$ cat src/salru_ram.sv
// Generic single-write, single-read RAM with registered read data.
// Used for the line store and the per-set valid store; no dependencies.
`timescale 1ns / 1ps
`default_nettype none

module salru_ram #(
    parameter int WIDTH  = 8,
    parameter int ADDR_W = 4
) (
    input  wire logic              clk,
    input  wire logic              wr_en,
    input  wire logic [ADDR_W-1:0] wr_addr,
    input  wire logic [WIDTH-1:0]  wr_data,
    input  wire logic [ADDR_W-1:0] rd_addr,
    output logic      [WIDTH-1:0]  rd_data
);

    logic [WIDTH-1:0] mem [2**ADDR_W];

    always_ff @(posedge clk)
    begin
        if (wr_en)
        begin
            mem[wr_addr] <= wr_data;
        end
        rd_data <= mem[rd_addr];
    end

endmodule

`default_nettype wire

$ cat config.mk
export PLATFORM = sky130hd
export DESIGN_NAME = salru_ram
export DESIGN_NICKNAME = d
export VERILOG_FILES = /design/src/salru_ram.sv
export SDC_FILE = /design/constraint.sdc
export NUM_CORES = 1
export LEC_CHECK = 0
export ABC_AREA = 1
export CAP_MARGIN = 20
export CORE_UTILIZATION = 60
export DETAILED_ROUTE_END_ITERATION = 16
export DONT_BUFFER_PORTS = 1
export PLACE_DENSITY = 0.73
export SLEW_MARGIN = 20
export SYNTH_ARGS = -nofsm -noshare
export SYNTH_HDL_FRONTEND = slang
export SYNTH_SLANG_ARGS = --single-unit
$ cat constraint.sdc
create_clock -name clk -period 1.65 [get_ports clk]
set_clock_uncertainty 0.15 [all_clocks]
set_input_delay 0 -clock clk [delete_from_list [all_inputs] [get_ports clk]]
set_output_delay 0 -clock clk [all_outputs]
set_load 0.01 [all_outputs]
==> summary.md, run 1 <==
| Metric | Value |
|---|---|
| Sequential share of the synthesized area | `69.4%` |
| CTS sink count | `136` |
| Synth Warn # | `0` |
| Synthesized area | `5770 um2` |
| Setup Fix Bufs, Post-CTS | `0` |
| First-pass GRT wire length | `21000 um` |
| DRT Wirelength | `13600 um` |
| Worst Hold Class | `input pin to flop` |
| Fill count | `605` |
| Failing checks | `hold timing` |
| Critical path launch point | `mem[6][5]` |
| Clock Pin Slew Worst Setup and Hold Paths | `0.06 ns` |
| CTS tree | `yes` |
| Placed inst area | `5920 um2` |
| Footprint of the multi-input gates | `1230 um2` |
| Measured slew at the worst slew-check pin | `1.01 ns` |
| Total Power | `8.35 mW` |
| Final setup fails | `0` |
| RR Endpoint | `rd_data[5]` |
| Rel. slew slack | `32.4%` |
| Vias | `3974` |
| DRT iter0 DRCs | `501` |
| Critical Path RT | `1.92 ns` |
| Grt met1 use | `39.7%` |
| Vias in the first global route | `3787` |
| CP Buf/Inv Count | `2` |
| # rows | `35` |
| Final non-filler cell total | `737` |
| WP depth | `7` |
| Vias per cell | `5.39` |
| Critical path destination | `rd_data[5]` |
| GRT Total Usage | `29.9%` |
| Initial core utilization | `62.1%` |
| R2R Setup Slk | `0.02 ns` |
| Diode count | `0` |
| Gr busiest metal | `met2` |
| Die ar. | `10000 um2` |
| M3 GR Usage | `7.24%` |
| Synth unique cells | `12` |
| Core area | `9280 um2` |
| Placer Congestion | `0.807` |
| Most frequent CP cell | `nand3_1` |
| Met2 usage in global routing | `46.8%` |
| Critical-path top delay cell | `dlygate4sd3_1` |
| Register area | `4000 um2` |
| Cts bufs inserted | `17` |
| Mean post-synth cell area | `10.5 um2` |
| Num ports | `26` |
| Post-DP HPWL | `7180 um` |
| Element type at the critical path end | `flop` |
| Hold-fix buffers at CTS | `36` |
| Share of cells above drive strength 1 | `9.54%` |
| WL/cell | `18.4 um` |
| Drt first pass iters | `6` |
| Part of the cycle the worst path needs | `98.9%` |
| Final Max Slew Viols | `0` |
| Die X | `100 um` |
| Outcome | `complete, but fails checks` |
| Global route overflow | `0` |
| Cells after Synth | `551` |
| Die Span Y | `100 um` |
| Max stage delay on crit path | `0.56 ns` |
| Crit-path max FO | `1` |
| Min Tclk post-route | `1.63 ns` |
| Worst flop-to-flop path startpoint | `mem[6][5]` |
| Power per cell area | `1210 nW/um2` |
| Clk_lat worst skew | `0.53 ns` |
| Largest net degree at the start of global routing | `37` |
| Residual DRC count | `0` |
| IO Port Bufs | `0` |
| Peak VDD IR | `0.000830 V` |
| Critical Path, Cell by Cell | `inv_1 > nand2_1 > nand3_1 > nand3_1 > dlygate4sd3_1 > nand3_1 > nand2_1` |
| Crit start category | `flop` |
| Lkg Pwr | `2.98 nW` |
| Hold Fails Final Rpt | `4` |
| Dpl cells | `674` |
| Net count after synthesis | `569` |
| RSZ-0062 raised after global routing | `true` |
| Crit path arrival time | `1.90 ns` |
| Cell family with most CP delay | `buffers and inverters` |
| Layout area overhead | `19.7%` |
| Max cap viols | `0` |
| R2R depth | `7` |
| Initial antenna violation count | `0` |
| Routed Antenna Nets | `0` |
| #FFs+latches synth | `136` |
| # nets final | `613` |
| Crit Path Category | `flop to flop` |
| CTS root buf | `clkbuf_8` |
| Clk buf depth | `2` |
| HP Start | `rd_addr[2]` |
| Setup_tns | `0 ns` |
| H-tree levels | `4` |
| Fmax | `0.613 GHz` |
| Hold Slack | `-0.454 ns` |
| Final Cell Area | `6900 um2` |
## how the worst min path moves through the flow
stage                     cells past startpoint          to  slack, ns
after floorplan                               0   mem[0][0]      -0.05
after global placement                        0   mem[2][5]      -0.05
after detailed placement                      0   mem[9][0]      -0.05
after CTS                                     7  rd_data[0]     0.0005
after global routing                          3  rd_data[6]      -0.43
final                                         3  rd_data[4]      -0.45
## Yosys cell counts
master    number  area, um2
nand2_1      173        649
inv_1        100        375
buf_6          6       67.6
buf_1          1       3.75
dfxtp_1        8        160
nand3_1       97        485
edfxtp_1     128       3840
buf_2         13       65.1
nand3b_1       2       15.0
inv_2          2       7.51
buf_4          4       30.0
nor2_1        17       63.8
## metal layers
layer	vias up	part of all wire, %
met5	-	0
met4	0	3.7
met3	42	9.7
met2	207	48
met1	1856	39
li1	1869	-
## what timing repair did
item                                    CTS  global route
gates resized for setup                   0             4
endpoints found under the setup margin    0             7
hold endpoints to repair                264             4
## state kept, by name (all words and copies together) (netlist names)
signal   cells
mem        128
rd_data      8
## power by group
group          total (mW)  internal [mW]  switching [mW]  leakage (nW)
registers            3.90           3.86          0.0398          1.22
logic               0.494          0.170           0.324          1.45
clock network        3.95           2.51            1.44         0.306
## worst reg2reg max path, stage by stage, from the launching register on
cell	delay, ns
edfxtp_1	0.35
inv_1	0.06
nand2_1	0.05
nand3_1	0.10
nand3_1	0.08
dlygate4sd3_1	0.56
nand3_1	0.10
nand2_1	0.07
## metrics by stage
stage	worst slack (ns)	hold slack [ns]	utilization, %
detailed placement	0.373	-0.0505	63.8
floorplan	0.549	-0.0511	-
finish	0.0189	-0.454	74.4
CTS	0.0227	0.000450	74.7
global route	-0.0368	-0.435	74.4
global placement	0.428	-0.0503	63.8
## cell usage in the layout, fill, tap and decap left out, drive strengths merged
| cell type | synthesis | routed |
|---|---|---|
| dlygate4sd3 | 0 | 27 |
| clkinvlp | 0 | 1 |
| nand3 | 97 | 97 |
| inv | 102 | 105 |
| dfxtp | 8 | 8 |
| nand3b | 2 | 2 |
| nand2 | 173 | 173 |
| clkinv | 0 | 6 |
| buf | 24 | 21 |
| edfxtp | 128 | 128 |
| bufinv | 0 | 4 |
| clkbuf | 0 | 18 |
| nor2 | 17 | 17 |
| dlymetal6s4s | 0 | 1 |
## area by class of cell
class | count | share of cell area [%]
repair buffers | 49 | 7.29
clock buffers | 18 | 6.20
inverters | 102 | 5.55
multi-input cells | 289 | 17.8
well taps | 129 | 2.34
clock inverters | 14 | 2.83
flip-flops and latches | 136 | 58.0
## logic make-up (layout without fill, tap and decap cells)
group / after synthesis / count (layout) / synth area share [%]
and+or+nand+nor: 289 / 289 / 21.0
DFF: 136 / 136 / 69.4
buffers and inverters: 126 / 183 / 9.52
No activity file was read; power rests on OpenSTA's default activity.
==> run 2: changes to the inputs <==
--- a/config.mk
+++ b/config.mk
@@ -6,10 +6,11 @@
 export NUM_CORES = 1
 export LEC_CHECK = 0
 export ABC_AREA = 1
-export CAP_MARGIN = 20
+export CAP_MARGIN = 25
 export CORE_UTILIZATION = 60
 export DETAILED_ROUTE_END_ITERATION = 16
 export DONT_BUFFER_PORTS = 1
+export HOLD_SLACK_MARGIN = 0.12
 export PLACE_DENSITY = 0.73
 export SLEW_MARGIN = 20
 export SYNTH_ARGS = -nofsm -noshare
==> summary.md, run 2 (synthesis gave the netlist of run 1 again) <==
| Metric | Value |
|---|---|
| Diode count | `0 (unchanged)` |
| CTS tree | `yes (unchanged)` |
| Core area | `9280 um2 (unchanged)` |
| Vias | `3912 (was 3974)` |
| CTS sink count | `136 (unchanged)` |
| Largest net degree at the start of global routing | `47 (was 37)` |
| Clk_lat worst skew | `0.53 ns (about the same)` |
| Peak VDD IR | `0.000828 V (was 0.000830 V)` |
| Top reg by flops | `mem (unchanged)` |
| Hold Fails Final Rpt | `8 (was 4)` |
| Max cap viols | `0 (unchanged)` |
| Num ports | `26 (unchanged)` |
| Critical Path RT | `1.91 ns (was 1.92 ns)` |
| IO Port Bufs | `0 (unchanged)` |
| Final setup fails | `0 (unchanged)` |
| Element type at the critical path end | `flop (unchanged)` |
| H-tree levels | `4 (unchanged)` |
| Part of the cycle the worst path needs | `99.0% (was 98.9%)` |
| Vias in the first global route | `3714 (was 3787)` |
| Fmax | `0.612 GHz (was 0.613 GHz)` |
| Routed Antenna Nets | `0 (unchanged)` |
| Clock Pin Slew Worst Setup and Hold Paths | `0.06 ns (about the same)` |
| Worst Hold Class | `input pin to flop (unchanged)` |
| First-pass GRT wire length | `20100 um (was 21000 um)` |
| Max reg flops | `128 (unchanged)` |
| RSZ-0062 raised after global routing | `true (unchanged)` |
| Die Span Y | `100 um (unchanged)` |
| Most frequent cells in the layout | `173 x nand2_1, 128 x edfxtp_1, 100 x inv_1 (unchanged)` |
| Setup_tns | `0 ns (unchanged)` |
| Measured slew at the worst slew-check pin | `0.785 ns (was 1.01 ns)` |
| WL/cell | `17.8 um (was 18.4 um)` |
| Post-DP HPWL | `7180 um (unchanged)` |
| DRT iter0 DRCs | `368 (was 501)` |
| Setup Fix Bufs, Post-CTS | `0 (unchanged)` |
| Cts bufs inserted | `17 (unchanged)` |
| Crit start category | `flop (unchanged)` |
| Residual DRC count | `0 (unchanged)` |
| Crit-path max FO | `1 (unchanged)` |
| Leading cell type in the layout, fill and taps excluded | `nand2_1 (unchanged)` |
| Fill count | `623 (was 605)` |
| Crit Path Category | `flop to flop (unchanged)` |
| Lkg Pwr | `2.93 nW (was 2.98 nW)` |
| Clk buf depth | `2 (unchanged)` |
| Initial antenna violation count | `0 (unchanged)` |
| Vias per cell | `5.37 (was 5.39)` |
| DRT Wirelength | `13000 um (was 13600 um)` |
| Global route overflow | `0 (unchanged)` |
| Post-Route Utilization | `73.5% (was 74.4%)` |
| Final Max Slew Viols | `0 (unchanged)` |
| CTS root buf | `clkbuf_8 (unchanged)` |
| GRT Total Usage | `28.4% (was 29.9%)` |
| Crit path arrival time | `1.90 ns (about the same)` |
| Hold Slack | `-0.443 ns (was -0.454 ns)` |
| Largest regs | `mem: 128 flops, rd_data: 8 flops (unchanged)` |
| # nets final | `605 (was 613)` |
| Min Tclk post-route | `1.63 ns (about the same)` |
| Layout area overhead | `18.3% (was 19.7%)` |
| Power per cell area | `1220 nW/um2 (was 1210 nW/um2)` |
| Die X | `100 um (unchanged)` |
| Share of cells above drive strength 1 | `9.67% (was 9.54%)` |
| Failing checks | `hold timing (unchanged)` |
| Die ar. | `10000 um2 (unchanged)` |
| Placer Congestion | `0.807 (unchanged)` |
| Outcome | `complete, but fails checks (unchanged)` |
| Drt first pass iters | `5 (was 6)` |
| Rel. slew slack | `47.5% (was 32.4%)` |
| Initial core utilization | `62.1% (unchanged)` |
| # rows | `35 (unchanged)` |
run 2: cell types whose count changed in the layout (fill, tap and decap cells not counted):
cell            delta
dlygate4sd3_1      -7
dlymetal6s4s_1     -1
run 2: final timing paths:
check             slack (ns)          to  cells past startpoint        from
setup / recovery        0.02  rd_data[5]                      7   mem[6][5]
hold / removal         -0.44  rd_data[4]                      3  rd_addr[2]
setup reg to reg        0.02  rd_data[5]                      7   mem[6][5]
hold reg to reg         0.56  rd_data[0]                      6  mem[10][0]
run 2: layout make-up:
cell class | count | area (um2) | share of cell area [%]
timing repair buffer | 41 | 420 | 6.16
clock buffer | 18 | 428 | 6.27
multi-input combinational | 289 | 1230 | 18.0
inverter | 102 | 383 | 5.61
clock inverter | 14 | 195 | 2.86
tap | 129 | 161 | 2.37
sequential | 136 | 4000 | 58.7
run 2: repair_timing:
item | CTS | global route
setup endpoints to repair | 0 | 6
gates resized for setup | 0 | 3
hold buffers | 27 | 1
hold endpoints to repair | 264 | 8
run 2: critical path, cell delays in order (launching register included):
cell and delay, ns:
edfxtp_1 0.35, inv_1 0.06, nand2_1 0.05, nand3_1 0.10
nand3_1 0.08, dlygate4sd3_1 0.56, nand3_1 0.10, nand2_1 0.07
run 2: where the power goes:
| group | switching [mW] | internal (mW) | total [mW] | leakage (nW) |
|---|---|---|---|---|
| combinational | 0.309 | 0.157 | 0.466 | 1.41 |
| clock | 1.43 | 2.51 | 3.94 | 0.306 |
| sequential | 0.0392 | 3.86 | 3.90 | 1.22 |
| total | 1.78 | 6.53 | 8.31 | 2.93 |
run 2: metrics by stage:
step | area [um2] | instances | power [mW] | setup slack, ns
after floorplan | 5770 | 551 | 4.24 | 0.549
after global placement | 5920 | 674 | 4.27 | 0.428
after detailed placement | 5920 | 674 | 4.28 | 0.373
after CTS | 6840 | 733 | 8.32 | 0.0227
after global routing | 6820 | 729 | 8.55 | -0.0345
final | 6820 | 729 | 8.31 | 0.0159
run 2: layer usage:
| layer | vias to the layer above | track usage [%] | part of all wire, % |
|---|---|---|---|
| li1 | 1851 | - | - |
| met1 | 1828 | 37.6 | 39 |
| met2 | 196 | 44.0 | 47 |
| met3 | 37 | 7.45 | 9.7 |
| met4 | 0 | 14.0 | 3.6 |
| met5 | - | 0 | 0 |
