<file path="src/salru_pkg.sv">
// Shared types and constants for the set-associative LRU cache model.
// Used by the way compare unit and the top level; no dependencies.
`timescale 1ns / 1ps
`default_nettype none

package salru_pkg;

    localparam int ADDR_W  = 64;
    // The offset and the set index take at least one bit each.
    localparam int TAG_W   = ADDR_W - 2;
    localparam int STAMP_W = 32;
    localparam int COUNT_W = 32;
    localparam int CFG_ADDR_W = 2;
    localparam int CFG_DATA_W = 6;
    localparam int OUT_TDATA_W = 104;

    localparam logic [CFG_ADDR_W-1:0] REG_SET_BITS   = 2'd0;
    localparam logic [CFG_ADDR_W-1:0] REG_WAYS_USED  = 2'd1;
    localparam logic [CFG_ADDR_W-1:0] REG_BLOCK_BITS = 2'd2;

    localparam logic [3:0] SET_BITS_RESET   = 4'd4;
    localparam logic [3:0] WAYS_USED_RESET  = 4'd1;
    localparam logic [5:0] BLOCK_BITS_RESET = 6'd4;

    typedef enum logic [1:0] {
        OUTCOME_HIT   = 2'd0,
        OUTCOME_FILL  = 2'd1,
        OUTCOME_EVICT = 2'd2
    } outcome_t;

    // Sequencer commands to the way compare unit.
    typedef struct packed {
        logic start;
        logic step;
    } scan_ctl_t;

    // Status of the way compare unit back to the sequencer.
    typedef struct packed {
        logic match_now;
        logic hit;
        logic empty_seen;
    } scan_stat_t;

endpackage

`default_nettype wire

</file>
<file path="src/salru_way_unit.sv">
// Shared way compare unit: examines one line per step and keeps the running
// empty-way, least-recently-used and hit results. Depends on salru_pkg.
`timescale 1ns / 1ps
`default_nettype none

module salru_way_unit #(
    parameter int WAY_IDX_W = 3
) (
    input  wire logic                          clk,
    input  wire logic                          rst_n,
    input  wire salru_pkg::scan_ctl_t          ctl,
    input  wire logic [WAY_IDX_W-1:0]          way,
    input  wire logic                          line_valid,
    input  wire logic [salru_pkg::TAG_W-1:0]   line_tag,
    input  wire logic [salru_pkg::STAMP_W-1:0] line_stamp,
    input  wire logic [salru_pkg::TAG_W-1:0]   key_tag,
    output salru_pkg::scan_stat_t              stat,
    output logic      [WAY_IDX_W-1:0]          empty_way,
    output logic      [WAY_IDX_W-1:0]          lru_way
);

    logic                          hit_reg, hit_next;
    logic                          empty_seen_reg, empty_seen_next;
    logic                          lru_seen_reg, lru_seen_next;
    logic [WAY_IDX_W-1:0]          empty_way_reg, empty_way_next;
    logic [WAY_IDX_W-1:0]          lru_way_reg, lru_way_next;
    logic [salru_pkg::STAMP_W-1:0] min_stamp_reg, min_stamp_next;
    logic                          match_now;

    assign match_now = ctl.step && line_valid && (line_tag == key_tag);

    always_comb
    begin
        hit_next        = hit_reg;
        empty_seen_next = empty_seen_reg;
        lru_seen_next   = lru_seen_reg;
        empty_way_next  = empty_way_reg;
        lru_way_next    = lru_way_reg;
        min_stamp_next  = min_stamp_reg;
        if (ctl.start)
        begin
            hit_next        = 1'b0;
            empty_seen_next = 1'b0;
            lru_seen_next   = 1'b0;
        end
        else if (ctl.step)
        begin
            if (!line_valid)
            begin
                if (!empty_seen_reg)
                begin
                    empty_seen_next = 1'b1;
                    empty_way_next  = way;
                end
            end
            else
            begin
                // Strict compare keeps the lowest way on equal stamps.
                if (!lru_seen_reg || (line_stamp < min_stamp_reg))
                begin
                    lru_seen_next  = 1'b1;
                    lru_way_next   = way;
                    min_stamp_next = line_stamp;
                end
                if (match_now)
                begin
                    hit_next = 1'b1;
                end
            end
        end
    end

    always_ff @(posedge clk or negedge rst_n)
    begin
        if (!rst_n)
        begin
            hit_reg        <= 1'b0;
            empty_seen_reg <= 1'b0;
            lru_seen_reg   <= 1'b0;
        end
        else
        begin
            hit_reg        <= hit_next;
            empty_seen_reg <= empty_seen_next;
            lru_seen_reg   <= lru_seen_next;
        end
    end

    always_ff @(posedge clk)
    begin
        empty_way_reg <= empty_way_next;
        lru_way_reg   <= lru_way_next;
        min_stamp_reg <= min_stamp_next;
    end

    assign stat.match_now  = match_now;
    assign stat.hit        = hit_reg;
    assign stat.empty_seen = empty_seen_reg;
    assign empty_way       = empty_way_reg;
    assign lru_way         = lru_way_reg;

endmodule

`default_nettype wire

</file>
<file path="config.mk">
export PLATFORM = sky130hd
export DESIGN_NAME = salru_way_unit
export DESIGN_NICKNAME = d
export VERILOG_FILES = /design/src/salru_pkg.sv /design/src/salru_way_unit.sv
export SDC_FILE = /design/constraint.sdc
export NUM_CORES = 1
export LEC_CHECK = 0
export BUFFER_PORTS_ARGS = -buffer_cell sky130_fd_sc_hd__buf_4
export CELL_PAD_IN_SITES_DETAIL_PLACEMENT = 1
export CELL_PAD_IN_SITES_GLOBAL_PLACEMENT = 1
export CORE_MARGIN = 3
export CORE_UTILIZATION = 34
export DETAILED_ROUTE_END_ITERATION = 10
export HOLD_SLACK_MARGIN = 0.12
export PLACE_DENSITY = 0.87
export SLEW_MARGIN = 20
export SYNTH_ARGS = -nofsm -noshare
export SYNTH_HDL_FRONTEND = slang
export SYNTH_SLANG_ARGS = --single-unit
export TNS_END_PERCENT = 5
</file>
<file path="constraint.sdc">
create_clock -name clk -period 8.4 [get_ports clk]
set_clock_uncertainty 0.2 [all_clocks]
set_input_delay 1.26 -clock clk [delete_from_list [all_inputs] [get_ports clk]]
set_output_delay 1.26 -clock clk [all_outputs]
set_load 0.02 [all_outputs]
</file>
==> run_results.csv, run 1 <==
group,metric,value,unit
status,status,"completed",
global_route,antenna_found_initial,0,
yosys,ys_ff_latch,41,
worst_setup_path,crit_required,6.94,ns
global_route,grt_max_degree,24,
worst_setup_path,worst-path-max-fanout,2,
clocking,cts_root_buf,"clkbuf_8",
detailed_routing,postRouteAntennaNets,0,
floorplanning,die_h,96.3,um
final_layout,drive_gt1_frac,0.420,
detailed_routing,dr_wl_met3,460,um
worst_setup_path,cp-start-kind,"input pin",
detailed_routing,drt_iter0_markers,51,
clocking,cts_htree_levels,2,
worst_setup_path,arrival,2.83,ns
yosys,synth_cell_types,33,
sta,slew_violations,0,
sta,hold_violations,0,
sta,rsz0062_at_grt,"false",
worst_setup_path,cp.buffers_inverters,2,
detailed_routing,vias,2586,
clocking,holdBufCountCts,0,
worst_setup_path,critical_path_class,"in2out",
yosys,yosys.area.top_type_share,0.411,
pwr,leakagePower,2.09,nW
yosys,ys_async_sr_fraction,0.0732,
final_layout,design_area,4300,um2
detailed_routing,drc,0,
sta,setup_violations,0,
yosys,syn-cell-area,2780,um2
sta,worst_slew_pin_slew,1.06,ns
yosys,synth_nets,453,
worst_setup_path,critPathSlowestCell,"nor4_1",
yosys,postSynthCellCount,258,
detailed_routing,totalWireLength,9420,um
clocking,clk_latency,0.30,ns
final_layout,antenna_cells,0,
yosys,ys_warn_count,0,
sta,clock.fmax,233,MHz
placed_design,dp_cells,530,
detailed_routing,vias_per_cell,4.81,
yosys,synth.area.top_cells,"edfxtp_1, ha_1, xor2_1, xnor2_1, inv_1",
final_layout,final_common_cell,"buf_4",
global_route,grt_pass1_vias,2928,
pwr,ir_worst_vdd,0.0670,mV
clocking,cts.sinks,41,
placed_design,io_buffers,172,
floorplanning,die_width,96.3,um
yosys,synth_top_area_cell,"edfxtp_1",
clocking,postCtsResizedCells,0,
clocking,cts.clk_slew.worst_paths,0.08,ns
sta,period_minus_slack,4.29,ns
worst_setup_path,critPathMaxStageDelay,0.35,ns
sta,fin_tns_setup,0,ns
final_layout,nets,630,
final_layout,layoutNonFillerInstCount,538,
worst_setup_path,critical_path.cell_chain,"buf_4 > xor2_1 > nor4_1 > nand4_1 > nor4_1 > and4_1 > buf_4",
clocking,cts_buffers,5,
global_route,grt_pass1_wl,14100,um
clocking,clockBufferDepth,2,
global_route,grt_use_total,0.204,
placed_design,place_congestion,0.810,
yosys,synth_flop_cell,"edfxtp_1",
worst_setup_path,cp_top_family,"simple AND/OR/NAND/NOR gates",
floorplanning,coreArea,7810,um2
floorplanning,num_rows,32,
run,max-cap-violations,0,
detailed_routing,wl_met1,3330,um
final_layout,syn_to_final_growth,55.1,%
global_route,grt-ovfl-total,0,
yosys,ys_seq_area_frac,0.438,
floorplanning,start_util,0.355,
final_layout,final_cell_mix,"buf_4, inv_1, edfxtp_1, ha_1, xor2_1",
detailed_routing,drt_first_pass_iters,4,
worst_setup_path,ff2ff_setup_slack,5.04,ns
placed_design,dpl_cell_area,4180,um2
clocking,cts_post_setup_buffers_inserted,0,
yosys,synth_edf_count,38,
detailed_routing,avgRoutedWirePerCell,17.5,um
sta,fin_crit_sh,0.511,
final_layout,largest_register_ffs,32,
detailed_routing,top_layer,"met4",
clocking,cts_tree,"built",
floorplanning,dieArea,9280,um2
sta,slew_headroom,0.283,
placed_design,dp.final_hpwl,8320,um
pwr,power.density,123,nW/um2
floorplanning,ios,173,
detailed_routing,wl_met2,5370,um
worst_setup_path,cp-end-kind,"output pin",
hold_path,hold_path.class,"reg2reg",
yosys,post_synth.cell_area_avg,10.8,um2
[synthesized netlist by cell type, drive strengths merged, types with 2 or more instances]
cell / number
a2111oi: 2
a21o: 9
a21oi: 13
a221oi: 2
buf: 3
dfrtp: 3
edfxtp: 38
ha: 31
inv: 44
nand2: 7
nand2b: 2
nand3: 3
nand4: 14
nor2: 6
nor2b: 2
nor3: 2
nor4: 10
o21ai: 2
o22ai: 4
xnor2: 22
xor2: 27
[metrics by stage]
stage | utilization | power [mW] | setup slack [ns] | hold slack [ns]
after floorplan | - | 0.284 | 2.92 | 0.282
after global placement | 0.536 | 0.360 | 4.03 | 0.311
after detailed placement | 0.536 | 0.367 | 3.96 | 0.328
after CTS | 0.551 | 0.537 | 4.05 | 0.360
after global routing | 0.551 | 0.558 | 3.91 | 0.391
final | 0.551 | 0.529 | 4.11 | 0.356
[layer usage]
metal  GRT usage  up-vias
met2       0.398       76
li1            -     1273
met5           0        -
met1       0.211     1213
met3      0.0438       24
met4      0.0748        0
[path summary, 6_finish.rpt]
path	depth (start not counted)	endpoint	start
setup / recovery	7	stat[2]	key_tag[40]
hold / removal	1	hit_reg$_DFFE_PN0P_	hit_reg$_DFFE_PN0P_
setup reg to reg	8	lru_way[1]$_DFFE_PP_	min_stamp_reg[13]$_DFFE_PP_
hold reg to reg	1	hit_reg$_DFFE_PN0P_	hit_reg$_DFFE_PN0P_
max in group asynchronous	1	empty_seen_reg$_DFFE_PN0P_	rst_n
min in group asynchronous	1	hit_reg$_DFFE_PN0P_	rst_n
[cell type report]
| cell class | instances | area (um2) |
|---|---|---|
| Sequential cell | 41 | 1220 |
| Clock buffer | 6 | 82.6 |
| Inverter | 44 | 165 |
| Fill cell | 909 | 3500 |
| Clock inverter | 2 | 37.5 |
| Timing Repair Buffer | 173 | 1300 |
| Tap cell | 102 | 128 |
| Multi-Input combinational cell | 170 | 1380 |
[cell families (layout without fill, tap and decap cells)]
group                      after synthesis  count (layout)  synth area share
xor gates and xnor gates                49              49             0.155
buffers and inverters                   47             225            0.0676
adders and majority gates               31              31             0.140
AOI/OAI and AO/OA                       41              41             0.101
DFF                                     41              41             0.438
and+or+nand+nor                         49              49            0.0987
[where the power goes]
| part | switching (mW) | total (mW) | leakage (nW) | internal [mW] |
|---|---|---|---|---|
| sequential | 0.00204 | 0.232 | 0.389 | 0.230 |
| clock | 0.0712 | 0.168 | 0.0574 | 0.0966 |
| combinational | 0.0511 | 0.129 | 1.64 | 0.0780 |
| total | 0.124 | 0.529 | 2.09 | 0.405 |
[worst reg2reg max path, delay by kind of cell, from the launching register on]
family / cells / cell delay, ns
compound gates: 4 / 0.92
simple gates: 1 / 0.75
buf+inv: 2 / 0.53
flops: 1 / 0.39
fa+ha+maj: 1 / 0.24
(Power assumes the default switching activity.)
==> run 2: changes to the inputs <==
CORE_UTILIZATION = 31   (was 34)
PLACE_DENSITY = 0.81   (was 0.87)
clock period = 4 ns   (was 8.4 ns; I/O delays follow)
==> run_results.csv, run 2 (same netlist as run 1, synthesis figures left out) <==
group,metric,value,unit
pwr,seqPwrFrac,0.475,
global_route,grt_use_total,0.183,
sta,period_minus_slack,2.92,ns
clocking,cts_root_buf,"clkbuf_8",
detailed_routing,totalWireLength,9190,um
pwr,netSwitchingFraction,0.250,
floorplanning,start_util,0.328,
clocking,cts.sinks,41,
detailed_routing,vias_per_cell,4.83,
worst_setup_path,cp-startpoint,"key_tag[8]",
detailed_routing,postRouteAntennaNets,0,
worst_setup_path,crit_required,3.20,ns
worst_setup_path,r2r-end,"min_stamp_reg[4]$_DFFE_PP_",
pwr,p_sw,0.257,mW
worst_setup_path,r2r_cells,8,
clocking,cts_htree_levels,2,
run,max-cap-violations,0,
sta,whs,0.287,ns
sta,slew_violations,0,
final_layout,syn_to_final_growth,54.9,%
clocking,cts_tree,"built",
clocking,cts_buffers,5,
hold_path,hp-start,"way[2]",
sta,hold_violations,0,
floorplanning,dieArea,10100,um2
clocking,clk_latency,0.29,ns
placed_design,place_congestion,0.828,
clocking,clockBufferDepth,2,
detailed_routing,drt_iter0_markers,23,
sta,setup_violations,0,
worst_setup_path,worst-path-max-fanout,2,
detailed_routing,wl_met1,3280,um
worst_setup_path,crit_path_end,"stat[2]",
worst_setup_path,critical_path.cell_chain,"buf_4 > xor2_1 > nor4_1 > nand4_1 > nor4_1 > and4_1 > buf_4",
global_route,grt_max_degree,24,
worst_setup_path,ff2ff_setup_slack,1.25,ns
final_layout,final_cell_mix,"buf_4, inv_1, edfxtp_1, ha_1, xor2_1",
worst_setup_path,cp.buffers_inverters,2,
final_layout,largest_register_ffs,32,
sta,fin_tns_setup,0,ns
detailed_routing,avgRoutedWirePerCell,16.9,um
global_route,antenna_found_initial,0,
sta,fin_crit_sh,0.730,
detailed_routing,top_layer,"met4",
sta,rsz0062_at_grt,"false",
sta,worst_slew_pin_slew,0.862,ns
sta,clock.fmax,342,MHz
pwr,combPwrFrac,0.263,
detailed_routing,vias,2620,
pwr,leakagePower,2.09,nW
pwr,power.density,239,nW/um2
global_route,grt_pass1_wl,14300,um
final_layout,final_common_cell,"buf_4",
worst_setup_path,arrival,2.12,ns
floorplanning,die_h,101,um
global_route,grt-ovfl-total,0,
clocking,cts_post_setup_buffers_inserted,0,
worst_setup_path,cp-end-kind,"output pin",
placed_design,io_buffers,172,
status,status,"completed",
floorplanning,num_rows,33,
hold_path,hold_path.class,"in2reg",
detailed_routing,drt_first_pass_iters,4,
floorplanning,coreArea,8460,um2
worst_setup_path,r2r_start,"min_stamp_reg[11]$_DFFE_PP_",
final_layout,antenna_cells,0,
global_route,grt_pass1_vias,3032,
placed_design,dp.final_hpwl,8340,um
worst_setup_path,critPathSlowestCell,"nor4_1",
pwr,p_clk_frac,0.262,
floorplanning,die_width,101,um
worst_setup_path,critPathMaxStageDelay,0.36,ns
clocking,postCtsResizedCells,0,
floorplanning,ios,173,
pwr,internal_power,0.769,mW
final_layout,nets,632,
pwr,ir_worst_vdd,0.107,mV
detailed_routing,drc,0,
sta,slew_headroom,0.417,
detailed_routing,wl_met2,4960,um
detailed_routing,dr_wl_met3,705,um
clocking,holdBufCountCts,1,
worst_setup_path,cp-start-kind,"input pin",
worst_setup_path,cp_num_cells,7,
worst_setup_path,cp_top_family,"simple AND/OR/NAND/NOR gates",
final_layout,drive_gt1_frac,0.418,
clocking,cts.clk_slew.worst_paths,0.08,ns
worst_setup_path,critical_path_class,"in2out",
[run 2: power groups by stage]
stage	Combinational (mW)	Sequential [mW]	Clock, mW
6_report	0.270	0.487	0.269
5_1_grt	0.300	0.489	0.297
4_1_cts	0.274	0.487	0.284
3_5_place_dp	0.272	0.497	0
3_3_place_gp	0.260	0.496	0
2_1_floorplan	0.0981	0.498	0
[run 2: worst min path at each step]
stage / end / slack [ns] / cells after the start
6_report: empty_way[2]$_DFFE_PP_ / 0.29 / 1
5_1_grt: empty_way[1]$_DFFE_PP_ / 0.27 / 1
4_1_cts: min_stamp_reg[24]$_DFFE_PP_ / 0.27 / 1
3_5_place_dp: lru_seen_reg$_DFFE_PN0P_ / 0.19 / 1
3_3_place_gp: lru_seen_reg$_DFFE_PN0P_ / 0.19 / 1
2_1_floorplan: empty_seen_reg$_DFFE_PN0P_ / 0.10 / 0
[run 2: per-layer routing]
metal / track usage / up-vias
met3: 0.0644 / 19
met1: 0.184 / 1235
met2: 0.343 / 89
li1: - / 1277
met4: 0.0642 / 0
met5: 0 / -
[run 2: stage by stage]
stage | util | power [mW] | setup WS (ns) | instance area, um2 | instances
final | 0.508 | 1.03 | 1.08 | 4300 | 543
after detailed placement | 0.496 | 0.769 | 0.870 | 4200 | 534
after CTS | 0.508 | 1.05 | 1.00 | 4300 | 543
after global placement | 0.496 | 0.757 | 0.942 | 4200 | 534
after global routing | 0.508 | 1.09 | 0.880 | 4300 | 543
after floorplan | - | 0.596 | 0.226 | 2780 | 258
[run 2: cell type report]
type	count	area, um2
repair buffers	175	1320
flip-flops and latches	41	1220
fillers	959	4170
clock inverters	3	17.5
inverters	44	165
well taps	105	131
multi-input cells	170	1380
clock buffers	5	68.8
==> run 3: changes to the inputs <==
ABC_AREA = 1   (was unset)
CORE_UTILIZATION = 27   (was 31)
PLACE_DENSITY = 0.76   (was 0.81)
clock period = 2.5 ns   (was 4 ns; I/O delays follow)
==> run_results.csv, run 3 <==
group,metric,value,unit
status,status,"finished, violations left",
status,violations,"negative setup slack",
worst_setup_path,arrival,2.34,ns
worst_setup_path,worst-path-max-fanout,6,
sta,period_minus_slack,2.51,ns
sta,clock.fmax,399,MHz
pwr,seqPwrFrac,0.406,
floorplanning,coreArea,10900,um2
yosys,synth_flop_cell,"edfxtp_1",
placed_design,io_buffers,172,
yosys,synth_top_family_by_area,"simple AND/OR/NAND/NOR gates",
yosys,synthAdderAreaFrac,0.128,
final_layout,largest_register_ffs,32,
hold_path,hold_path.class,"in2reg",
yosys,synth_simple_gate_area_frac,0.213,
worst_setup_path,cp-end-kind,"flip-flop",
floorplanning,die_h,112,um
clocking,clockBufferDepth,2,
yosys,postSynthCellCount,392,
floorplanning,dieArea,12500,um2
clocking,cts.clk_slew.worst_paths,0.08,ns
detailed_routing,vias,3330,
sta,fin_ws,-0.00590,ns
yosys,ys_seq_area_frac,0.401,
yosys,syn-cell-area,3030,um2
detailed_routing,avgRoutedWirePerCell,15.4,um
yosys,yosysMostFrequentCell,"nand2_1",
final_layout,final_common_cell,"buf_4",
detailed_routing,drc,0,
sta,slew_headroom,0.712,
global_route,grt-ovfl-total,0,
yosys,post_synth.cell_area_avg,7.74,um2
worst_setup_path,cp-start-kind,"input pin",
final_layout,final_cell_mix,"buf_4, nand2_1, inv_1, nor2_1, edfxtp_1",
yosys,synth_xor_area_frac,0.0635,
sta,worst_slew_pin_slew,0.428,ns
detailed_routing,vias_per_cell,4.51,
clocking,cts_root_buf,"clkbuf_8",
final_layout,drive_gt1_frac,0.354,
detailed_routing,drt_first_pass_iters,5,
sta,slew_violations,0,
placed_design,dp.final_hpwl,8770,um
clocking,cts_buffers,5,
pwr,combPwrFrac,0.291,
yosys,ys_async_sr_fraction,0.0732,
yosys,synth_top_area_cell,"edfxtp_1",
yosys,ys_warn_count,0,
pwr,p_sw,0.503,mW
sta,fin_crit_sh,1.00,
floorplanning,ios,173,
yosys,synth_nets,587,
yosys,yosys.area.top_type_share,0.376,
pwr,p_clk_frac,0.303,
yosys,ys_ff_latch,41,
yosys,yosys-top-cells-count,"nand2_1, inv_1, nor2_1, edfxtp_1, ha_1",
detailed_routing,totalWireLength,11400,um
floorplanning,start_util,0.279,
clocking,cts.sinks,41,
global_route,grt_use_total,0.166,
final_layout,layoutNonFillerInstCount,739,
global_route,grt_pass1_wl,16900,um
floorplanning,num_rows,38,
yosys,synth_edf_count,38,
yosys,synth_cell_types,19,
final_layout,syn_to_final_growth,71.5,%
placed_design,post-place-ws,0.125,ns
pwr,ir_worst_vdd,0.415,mV
final_layout,nets,793,
placed_design,place_congestion,0.792,
sta,setup_violations,3,
run,max-cap-violations,0,
pwr,netSwitchingFraction,0.262,
pwr,internal_power,1.42,mW
global_route,grt_pass1_vias,3709,
detailed_routing,drt_iter0_markers,62,
final_layout,antenna_cells,0,
global_route,grt_max_degree,26,
yosys,synth_compound_area_frac,0.0833,
clocking,clk_latency,0.31,ns
global_route,antenna_found_initial,0,
worst_setup_path,critical_path_class,"in2reg",
placed_design,dp_cells,703,
pwr,leakagePower,2.68,nW
worst_setup_path,crit_required,2.34,ns
sta,hold_violations,0,
yosys,synthMuxAreaShare,0,
detailed_routing,postRouteAntennaNets,0,
clocking,cts_htree_levels,2,
floorplanning,die_width,112,um
clocking,cts_tree,"built",
yosys,synth.area.top_cells,"edfxtp_1, ha_1, nand2_1, inv_1, nor2_1",
pwr,power.density,369,nW/um2
## run 3: path summary, 6_finish.rpt
kind,from,endpoint,slack [ns],cells past startpoint
max,line_stamp[18],min_stamp_reg[7]$_DFFE_PP_,-0.006,10
min,line_valid,empty_seen_reg$_DFFE_PN0P_,0.16,4
max reg2reg,min_stamp_reg[7]$_DFFE_PP_,min_stamp_reg[7]$_DFFE_PP_,0.02,12
min reg2reg,hit_reg$_DFFE_PN0P_,hit_reg$_DFFE_PN0P_,0.34,2
max in group asynchronous,rst_n,lru_seen_reg$_DFFE_PN0P_,1.80,2
min in group asynchronous,rst_n,hit_reg$_DFFE_PN0P_,0.21,2
## run 3: stage by stage
stage | cell area, um2 | power [mW] | TNS [ns] | hold WS (ns) | util
after floorplan | 3050 | 0.981 | 0 | -0.121 | -
after global placement | 4520 | 1.25 | 0 | -0.0334 | 0.415
after detailed placement | 4520 | 1.27 | 0 | -0.0312 | 0.415
after CTS | 5010 | 1.88 | 0 | 0.151 | 0.460
after global routing | 5200 | 2.01 | -2.47 | 0.164 | 0.478
final | 5200 | 1.92 | -0.0173 | 0.157 | 0.478
## run 3: layout make-up
type                       count  area, um2
clock buffer                   6       82.6
clock inverter                 2       37.5
fill                        1306       5690
inverter                      84        315
multi-input combinational    264       1700
sequential                    41       1220
tap                          140        175
timing repair buffer         202       1680
## run 3: power by group through the flow
stage / logic, mW / clock network, mW / registers, mW
2_1_floorplan: 0.183 / 0 / 0.797
3_3_place_gp: 0.450 / 0 / 0.795
3_5_place_dp: 0.473 / 0 / 0.796
4_1_cts: 0.521 / 0.579 / 0.780
5_1_grt: 0.620 / 0.613 / 0.782
6_report: 0.559 / 0.582 / 0.780
## run 3: repair_timing
action                     in CTS  in global routing
hold buffers                   37                  0
setup endpoints to repair       0                 35
setup buffers                   0                  2
hold endpoints to repair       44                  0
gates resized for setup         0                 52
## run 3: worst max-delay path: stages
cell and delay (ns):
dlygate4sd3_1 0.62, ha_4 0.20, a21oi_2 0.12, o21ai_1 0.08
nand2_1 0.07, nand3_2 0.08, a21oi_2 0.15, nand2_2 0.08
a21oi_4 0.33, clkbuf_16 0.22
## run 3: routing by layer
| layer | GRT usage | share of wire |
|---|---|---|
| met5 | 0 | 0 |
| met4 | 0.0353 | 0.017 |
| met3 | 0.0538 | 0.082 |
| met2 | 0.332 | 0.56 |
| met1 | 0.166 | 0.34 |
## run 3: cells by family (layout without fill, tap and decap cells)
family                   Yosys count  count (layout)
adder cells (fa/ha/maj)           31              31
buffers and inverters             87             294
AND/OR/NAND/NOR                  164             164
XOR/XNOR                          22              22
AO/OA/AOI/OAI                     47              47
flip-flops                        41              41
